**config.mk**
```make
export PLATFORM = sky130hd
export DESIGN_NAME = mpq_ctrl
export DESIGN_NICKNAME = d
export VERILOG_FILES = /design/src/hw/rtl/mpq_pkg.sv /design/src/hw/rtl/mpq_ctrl.sv
export SDC_FILE = /design/constraint.sdc
export NUM_CORES = 1
export LEC_CHECK = 0
export BUFFER_PORTS_ARGS = -buffer_cell sky130_fd_sc_hd__buf_2
export CORE_AREA = 5 5 42 44
export CTS_BUF_LIST = sky130_fd_sc_hd__clkbuf_2
export DETAILED_ROUTE_END_ITERATION = 8
export DIE_AREA = 0 0 47 49
export GPL_TIMING_DRIVEN = 0
export PLACE_DENSITY_LB_ADDON = 0.2
export REMOVE_ABC_BUFFERS = 1
export SLEW_MARGIN = 25
export SYNTH_ARGS = -nofsm -noshare
export SYNTH_HDL_FRONTEND = slang
export SYNTH_SLANG_ARGS = --single-unit
```
**constraint.sdc**
```tcl
create_clock -name clk_i -period 1.4 [get_ports clk_i]
set_clock_uncertainty 0.05 [all_clocks]
set_input_delay 0.14 -clock clk_i [delete_from_list [all_inputs] [get_ports clk_i]]
set_output_delay 0.14 -clock clk_i [all_outputs]
set_load 0.02 [all_outputs]
```
**src/hw/rtl/mpq_pkg.sv**
```systemverilog
`timescale 1ns / 1ps
package mpq_pkg;

  localparam int unsigned TABLE_SIZE_DEF = 1024;
  localparam int unsigned TLEN_W         = 11;
  localparam int unsigned POS_W          = 10;
  localparam int unsigned KEY_W          = 8;
  localparam logic [TLEN_W-1:0] TLEN_RST = 11'd1024;

  localparam logic [31:0] MIX_INIT   = 32'h7FED7FED;
  localparam logic [31:0] CARRY_INIT = 32'hEEEEEEEE;

  // crypt table seed recurrence
  localparam int unsigned SEED_W     = 22;
  localparam logic [SEED_W-1:0] SEED_INIT = 22'h100001;
  localparam logic [SEED_W-1:0] SEED_MOD  = 22'h2AAAAB;
  localparam logic [6:0]        SEED_MUL  = 7'd125;
  localparam logic [SEED_W-1:0] SEED_ADD  = 22'd3;
  localparam int unsigned CRYPT_BANKS = 5;
  localparam int unsigned HASH_BANKS  = 3;
  localparam int unsigned BANK_DEPTH  = 256;

  localparam logic REQ_LOOKUP = 1'b0;
  localparam logic REQ_INSERT = 1'b1;

  typedef enum logic [2:0] {
    S_INIT,
    S_IDLE,
    S_FOLD,
    S_DIV,
    S_PSET,
    S_PRD,
    S_PCHK,
    S_DONE
  } mpq_state_e;

  typedef struct packed {
    logic key_take;
    logic fold;
    logic div_start;
    logic div_step;
    logic probe_load;
    logic probe_adv;
    logic slot_wr;
    logic res_ok;
    logic res_fail;
  } mpq_cmd_t;

  typedef struct packed {
    logic init_done;
    logic key_zero;
    logic req_insert;
    logic div_last;
    logic slot_used;
    logic slot_match;
    logic probe_wrap;
  } mpq_sts_t;

endpackage

```
**src/hw/rtl/mpq_ctrl.sv**
```systemverilog
`timescale 1ns / 1ps
module mpq_ctrl (
  input  logic              clk_i,
  input  logic              rst_ni,
  input  logic              req_valid_i,
  output logic              req_ready_o,
  output logic              rsp_valid_o,
  input  logic              rsp_ready_i,
  input  mpq_pkg::mpq_sts_t sts_i,
  output mpq_pkg::mpq_cmd_t cmd_o
);
  mpq_pkg::mpq_state_e state_q, state_d;
  logic req_xfer;

  assign req_xfer = req_valid_i && req_ready_o;

  always_ff @(posedge clk_i or negedge rst_ni) begin
    if (!rst_ni) begin
      state_q <= mpq_pkg::S_INIT;
    end else begin
      state_q <= state_d;
    end
  end

  always_comb begin
    state_d = state_q;
    unique case (state_q)
      mpq_pkg::S_INIT: if (sts_i.init_done) state_d = mpq_pkg::S_IDLE;
      mpq_pkg::S_IDLE: begin
        if (req_xfer) state_d = sts_i.key_zero ? mpq_pkg::S_DIV : mpq_pkg::S_FOLD;
      end
      mpq_pkg::S_FOLD: state_d = mpq_pkg::S_IDLE;
      mpq_pkg::S_DIV:  if (sts_i.div_last) state_d = mpq_pkg::S_PSET;
      mpq_pkg::S_PSET: state_d = mpq_pkg::S_PRD;
      mpq_pkg::S_PRD:  state_d = mpq_pkg::S_PCHK;
      mpq_pkg::S_PCHK: begin
        if (!sts_i.slot_used || sts_i.probe_wrap ||
            (sts_i.slot_match && !sts_i.req_insert)) begin
          state_d = mpq_pkg::S_DONE;
        end else begin
          state_d = mpq_pkg::S_PRD;
        end
      end
      mpq_pkg::S_DONE: if (rsp_ready_i) state_d = mpq_pkg::S_IDLE;
      default: state_d = mpq_pkg::S_INIT;
    endcase
  end

  always_comb begin
    cmd_o       = '0;
    req_ready_o = 1'b0;
    rsp_valid_o = 1'b0;
    unique case (state_q)
      mpq_pkg::S_IDLE: begin
        req_ready_o     = 1'b1;
        cmd_o.key_take  = req_xfer;
        cmd_o.div_start = req_xfer && sts_i.key_zero;
      end
      mpq_pkg::S_FOLD: cmd_o.fold       = 1'b1;
      mpq_pkg::S_DIV:  cmd_o.div_step   = 1'b1;
      mpq_pkg::S_PSET: cmd_o.probe_load = 1'b1;
      mpq_pkg::S_PCHK: begin
        if (!sts_i.slot_used) begin
          cmd_o.slot_wr  = sts_i.req_insert;
          cmd_o.res_ok   = sts_i.req_insert;
          cmd_o.res_fail = !sts_i.req_insert;
        end else if (sts_i.slot_match && !sts_i.req_insert) begin
          cmd_o.res_ok = 1'b1;
        end else if (sts_i.probe_wrap) begin
          cmd_o.res_fail = 1'b1;
        end else begin
          cmd_o.probe_adv = 1'b1;
        end
      end
      mpq_pkg::S_DONE: rsp_valid_o = 1'b1;
      mpq_pkg::S_INIT, mpq_pkg::S_PRD: ;
      default: ;
    endcase
  end
endmodule

```
==> results of run 1 <==
==> cell families (layout without fill, tap and decap cells) <==
family,after synthesis,count (layout)
simple gates,25,25
compound gates,5,5
buf+inv,5,38
flops,3,3
mux,2,2
xor+xnor,1,1
==> cell usage in the layout, fill, tap and decap left out, types with 2 or more instances in the layout <==
master    Yosys  layout
a21oi_2       1       3
nand3b_1      3       3
nand2_1       4       3
clkbuf_2      0       4
nor2_4        0       2
and2_1        2       2
buf_4         0      10
nand2b_1      3       3
buf_6         3       6
nand2_2       1       2
buf_2         0      15
nor2_1        5       3
dfrtp_2       0       3
inv_1         2       2
==> worst reg2reg max path, stage by stage, from the launching register on <==
cell	delay [ns]
dfrtp_2	0.45
nand3b_1	0.15
inv_1	0.07
buf_4	0.13
buf_4	0.12
a22oi_2	0.16
nor2_2	0.04
==> synthesized netlist by cell type (all sizes together) <==
cell    n  area share (%)
nand3   2             4.5
buf     3              10
xnor2   1             2.6
and2    2             3.8
a21o    1             2.3
inv     2             2.3
nor3b   1             2.3
a22oi   1             3.8
nor2    6             7.5
mux2    1             4.5
dfrtp   3              23
a21oi   3             5.6
mux2i   1             3.0
nand2   5             6.4
nor3    2             3.0
nand2b  3             5.6
and3    1             3.4
nand3b  3             6.8
==> report_power, final <==
group	switching [mW]	internal, mW
Sequential	0.0648	0.142
Clock	0.0514	0.0753
Combinational	0.387	0.400
==> timing repair <==
item | CTS | global route
hold buffers | 1 | 0
hold endpoints to repair | 3 | 0
setup endpoints to repair | 7 | 8
gates resized for setup | 8 | 16
setup buffers | 4 | 6
pin swaps | 2 | 0
==> how the worst max path moves through the flow <==
stage / start / cells after the start / slack, ns / to
after floorplan: state_q[0] / 3 / -0.19 / cmd_o[6]
after global placement: state_q[0] / 5 / -0.01 / cmd_o[0]
after detailed placement: state_q[0] / 5 / -0.04 / cmd_o[0]
after CTS: state_q[0] / 5 / -0.06 / cmd_o[0]
after global routing: state_q[0] / 5 / -0.13 / cmd_o[0]
final: state_q[0] / 5 / -0.02 / cmd_o[0]
==> layer usage <==
layer  routed length [microns]  share of wire, %  vias up
met1                       351                39      170
met3                       106                12        2
met5                         0                 0        -
met4                        22               2.4        0
li1                          -                 -      201
met2                       430                47       21
==> final cells by class <==
cell class | instances | share of cell area (%)
well taps | 16 | 3.31
multi-input cells | 33 | 41.5
clock buffers | 4 | 3.31
flip-flops and latches | 3 | 13.0
repair buffers | 32 | 37.6
inverters | 2 | 1.24
==> through the flow <==
stage | utilization (%) | instances | power (mW) | setup slack, ns
floorplan | - | 38 | 0.608 | -0.187
global placement | 30.3 | 75 | 0.760 | -0.0115
detailed placement | 30.3 | 75 | 0.763 | -0.0354
CTS | 35.8 | 84 | 0.962 | -0.0636
global route | 43.2 | 90 | 1.22 | -0.127
finish | 43.2 | 90 | 1.12 | -0.0243
==> results.sh, run 1 <==
export IMPL_run_status="finished with violations"
export IMPL_failed_checks="negative setup slack"
export IMPL_grt_pass1_vias=360
export IMPL_end_kind="primary output"
export IMPL_vias=394
export IMPL_design_portCount=22
export IMPL_die_y_microns=49
export IMPL_cts_root_buf="clkbuf_2"
export IMPL_clock_sink_count=3
export IMPL_numPortBuffers=21
export IMPL_power_density_mw_per_mm2=1850
export IMPL_initial_utilization_pct=23.7
export IMPL_grt_first_pass_wirelength_microns=1410
export IMPL_regToRegSetupSlack_ns=0.13
export IMPL_path_cells="nand3b_1 > inv_1 > nand2_1 > a21oi_2 > buf_6"
export IMPL_final_area_sq_um=606
export IMPL_clock_fmax_mhz=702
export IMPL_rsz0062_at_grt="yes"
export IMPL_synth_compound_area_share_pct=11.7
export IMPL_worst_ep_required_time_ns=1.21
export IMPL_crit_path_start_kind="flip-flop"
export IMPL_maximum_number_of_pins_on_one_net_before_global_route_repair=11
export IMPL_track_usage_pct=8.88
export IMPL_leakage_nw=0.303
export IMPL_routed_wl_microns=909
export IMPL_die_area_sq_mm=0.00230
export IMPL_drive_gt1_share_pct=70.3
export IMPL_hp_class="in2async"
export IMPL_synth_top_family_by_area="simple AND/OR/NAND/NOR gates"
export IMPL_period_utilization_post_route_pct=102
export IMPL_detail_route_drc_violations=0
export IMPL_yosysSeqAreaShare_pct=22.6
export IMPL_max_vdd_ir_drop_mv=0.795
export IMPL_post_drt_wl_per_cell_microns=10.1
export IMPL_grtUsageMet3_pct=3.32
export IMPL_antenna_found_initial=0
export IMPL_cp_num_buf_inv=2
export IMPL_sequential_standard_cell_area_sq_um=78.8
export IMPL_critPathMaxStageDelay_ns=0.40
export IMPL_worstMarginPinSlew_ns=0.201
export IMPL_setup_worst_path_class="reg2out"
export IMPL_dp_hpwl_microns=632
export IMPL_synthToLayoutAreaGrowth_pct=82.0
export IMPL_cts_tree="built"
export IMPL_synthXorXnorAreaFrac_pct=2.63
export IMPL_clk_transition_reported_paths_ns=0.05
export IMPL_htree_num_levels=1
export IMPL_buffer_depth_of_the_longest_clock_path=2
export IMPL_num_rows=14
export IMPL_synthAdderAreaFrac_pct=0
export IMPL_insertedDiodeCount=0
export IMPL_synth_seq_cells=3
export IMPL_layout_top_registers="state_q: 3 flops"
export IMPL_design_core_area_sq_mm=0.00140
export IMPL_globalRouteMet2Util_pct=12.4
export IMPL_worst_path_max_delay_cell="dfrtp_2"
export IMPL_reg2reg_from="state_q[2]"
export IMPL_die_w_microns=47
export IMPL_gr_total_overflow=0
export IMPL_yosys_area_share_simple_pct=43.2
export IMPL_syn_area_sq_um=333
export IMPL_via_per_inst=4.38
export IMPL_gp_routability_congestion=0.670
export IMPL_largest_reg_flops=3
export IMPL_critical_path_arrival_ns=1.23
export IMPL_area_of_the_multi_input_gates_sq_um=251
export IMPL_regMostFlops="state_q"
export IMPL_cp_max_fo=3
export IMPL_rr_worst_depth=6
export IMPL_final_slew_viol_count=0
export IMPL_total_cts_buffers=3
export IMPL_max_cap_viol_count=0
export IMPL_fillCellCount=152
export IMPL_timing_critical_path_max_delay_family="flip-flops"
export IMPL_total_nets_final=86
export IMPL_dp_area_sq_um=424
export IMPL_synth_cell_type_count=22
export IMPL_worst_r2r_endpoint="state_q[1]"
export IMPL_drt_pass1_iter_count=1
export IMPL_finalSetupViolations=1
export IMPL_postSynthCellCount=41
export IMPL_final_hold_violation_count=0
export IMPL_synth_mux_area_share_pct=7.52
export IMPL_worst_slack_ns=-0.0243
export IMPL_ant_nets=0
export IMPL_finalCriticalPeriod_ns=1.42
export IMPL_hold_worst_slack_ns=0.200
export IMPL_clk_latency_ns=0.22
export IMPL_gr_layer_usage_met1_pct=10.4
export IMPL_max_slew_margin_rel_pct=86.6
export IMPL_busiest_layer="met2"
export IMPL_post_synthesis_area_per_instance_sq_um=8.12
export IMPL_ys_warnings_count=0
export IMPL_dr_first_iter_drc_count=0
export IMPL_final_setup_tns_ns=-0.0243
Note: power is estimated with default switching activity, not from simulation.
==> run 2: changes to the inputs <==
==> constraint.sdc (replaced) <==
create_clock -name clk_i -period 1.4 [get_ports clk_i]
set_clock_uncertainty 0.05 [all_clocks]
set_input_delay 0.07 -clock clk_i [delete_from_list [all_inputs] [get_ports clk_i]]
set_output_delay 0.07 -clock clk_i [all_outputs]
set_load 0.02 [all_outputs]
==> results.sh, run 2 (same netlist as run 1, synthesis figures left out) <==
export IMPL_run_status="finished, final reports clean"
export IMPL_via_per_inst=4.33
export IMPL_numPortBuffers=21
export IMPL_buffer_depth_of_the_longest_clock_path=2
export IMPL_worst_path_max_delay_cell="dfrtp_2"
export IMPL_max_vdd_ir_drop_mv=0.826
export IMPL_period_utilization_post_route_pct=96.8
export IMPL_gp_routability_congestion=0.670
export IMPL_crit_path_start_kind="flip-flop"
export IMPL_ant_nets=0
export IMPL_total_cts_buffers=3
export IMPL_largest_reg_flops=3
export IMPL_clk_transition_reported_paths_ns=0.05
export IMPL_gr_total_overflow=0
export IMPL_critical_path_arrival_ns=1.24
export IMPL_dp_hpwl_microns=632
export IMPL_initial_utilization_pct=23.7
export IMPL_design_power_total_mw=1.10
export IMPL_track_usage_pct=8.88
export IMPL_layout_top_registers="state_q: 3 flops"
export IMPL_clk_latency_ns=0.22
export IMPL_critPathMaxStageDelay_ns=0.40
export IMPL_hp_class="in2async"
export IMPL_final_hold_violation_count=0
export IMPL_dr_first_iter_drc_count=0
export IMPL_total_nets_final=86
export IMPL_htree_num_levels=1
export IMPL_max_slew_margin_rel_pct=86.0
export IMPL_cp_num_buf_inv=2
export IMPL_drt_pass1_iter_count=1
export IMPL_detail_route_drc_violations=0
export IMPL_max_cap_viol_count=0
export IMPL_clock_fmax_mhz=738
export IMPL_finalCriticalPeriod_ns=1.36
export IMPL_num_rows=14
export IMPL_cts_tree="built"
export IMPL_cp_max_fo=3
export IMPL_hold_worst_slack_ns=0.130
export IMPL_cts_root_buf="clkbuf_2"
export IMPL_worst_ep_required_time_ns=1.28
export IMPL_routed_wl_microns=895
export IMPL_die_w_microns=47
export IMPL_drive_gt1_share_pct=67.6
export IMPL_path_cells="nand3b_1 > inv_1 > nand2_1 > a21oi_2 > buf_6"
export IMPL_most_common_layout_cells="buf_2, buf_4, buf_6, nand2_1, clkbuf_2"
export IMPL_worst_slack_ns=0.0445
export IMPL_rsz0062_at_grt="yes"
export IMPL_design_core_area_sq_mm=0.00140
export IMPL_die_y_microns=49
export IMPL_leakage_nw=0.300
export IMPL_grt_pass1_vias=364
export IMPL_finalSetupViolations=0
export IMPL_grt_first_pass_wirelength_microns=1410
export IMPL_design_portCount=22
export IMPL_vias=390
export IMPL_clock_sink_count=3
export IMPL_layout_commonest_cell="buf_2"
export IMPL_end_kind="primary output"
export IMPL_maximum_number_of_pins_on_one_net_before_global_route_repair=11
export IMPL_antenna_found_initial=0
export IMPL_setup_worst_path_class="reg2out"
export IMPL_insertedDiodeCount=0
export IMPL_die_area_sq_mm=0.00230
export IMPL_preCtsSetupSlack_ns=0.0346
export IMPL_worstMarginPinSlew_ns=0.210
export IMPL_regMostFlops="state_q"
export IMPL_final_slew_viol_count=0
export IMPL_timing_critical_path_max_delay_family="flip-flops"
export IMPL_post_drt_wl_per_cell_microns=9.94
export IMPL_synthToLayoutAreaGrowth_pct=77.8
export IMPL_fillCellCount=157
export IMPL_power_density_mw_per_mm2=1860
==> run 2: cell counts in the layout (fill, tap and decap cells not counted) <==
No cell type changed its count.
==> run 2: metrics by stage <==
step           TNS [ns]  util [%]  instances  area, sq um
2_1_floorplan    -0.117         -         38          299
3_3_place_gp          0      30.3         75          424
3_5_place_dp          0      30.3         75          424
4_1_cts               0      35.2         84          493
5_1_grt          -0.116      42.2         90          592
6_report              0      42.2         90          592
==> run 2: cell type report <==
| class | instances | area [sq um] | share of cell area, % |
|---|---|---|---|
| inverter | 2 | 7.51 | 1.27 |
| clock buffer | 4 | 20.0 | 3.38 |
| multi-input combinational | 33 | 244 | 41.2 |
| sequential | 3 | 78.8 | 13.3 |
| tap | 16 | 20.0 | 3.38 |
| timing repair buffer | 32 | 221 | 37.4 |
==> run 2: layer usage <==
metal | wire length [microns] | global-route usage [%] | vias to the layer above
li1 | - | - | 200
met1 | 349 | 10.4 | 167
met2 | 416 | 12.4 | 21
met3 | 106 | 3.32 | 2
met4 | 22 | 6.91 | 0
met5 | 0 | 0 | -
==> run 2: path summary, 6_finish.rpt <==
| path | from | endpoint | slack, ns | depth (start not counted) |
|---|---|---|---|---|
| setup / recovery | state_q[0] | cmd_o[0] | 0.04 | 5 |
| hold / removal | rst_ni | state_q[1] | 0.13 | 2 |
| min in group clk_i | sts_i[3] | state_q[0] | 0.21 | 4 |
| setup reg to reg | state_q[2] | state_q[1] | 0.13 | 6 |
| hold reg to reg | state_q[0] | state_q[1] | 0.61 | 3 |
| max in group asynchronous | rst_ni | state_q[0] | 1.05 | 2 |
==> run 2: what timing repair did <==
action | 4_1_cts | 5_1_grt
hold buffers | 1 | 0
setup endpoints to repair | 5 | 5
gates cloned | 0 | 0
endpoints found under the hold margin | 3 | 0
buffers inserted | 4 | 6
resized for setup | 5 | 15
==> run 2: where the power goes <==
part	internal, mW	leakage (nW)	switching [mW]
Combinational	0.390	0.252	0.377
Clock	0.0753	0.0166	0.0514
Sequential	0.142	0.0315	0.0648
Total	0.607	0.300	0.494
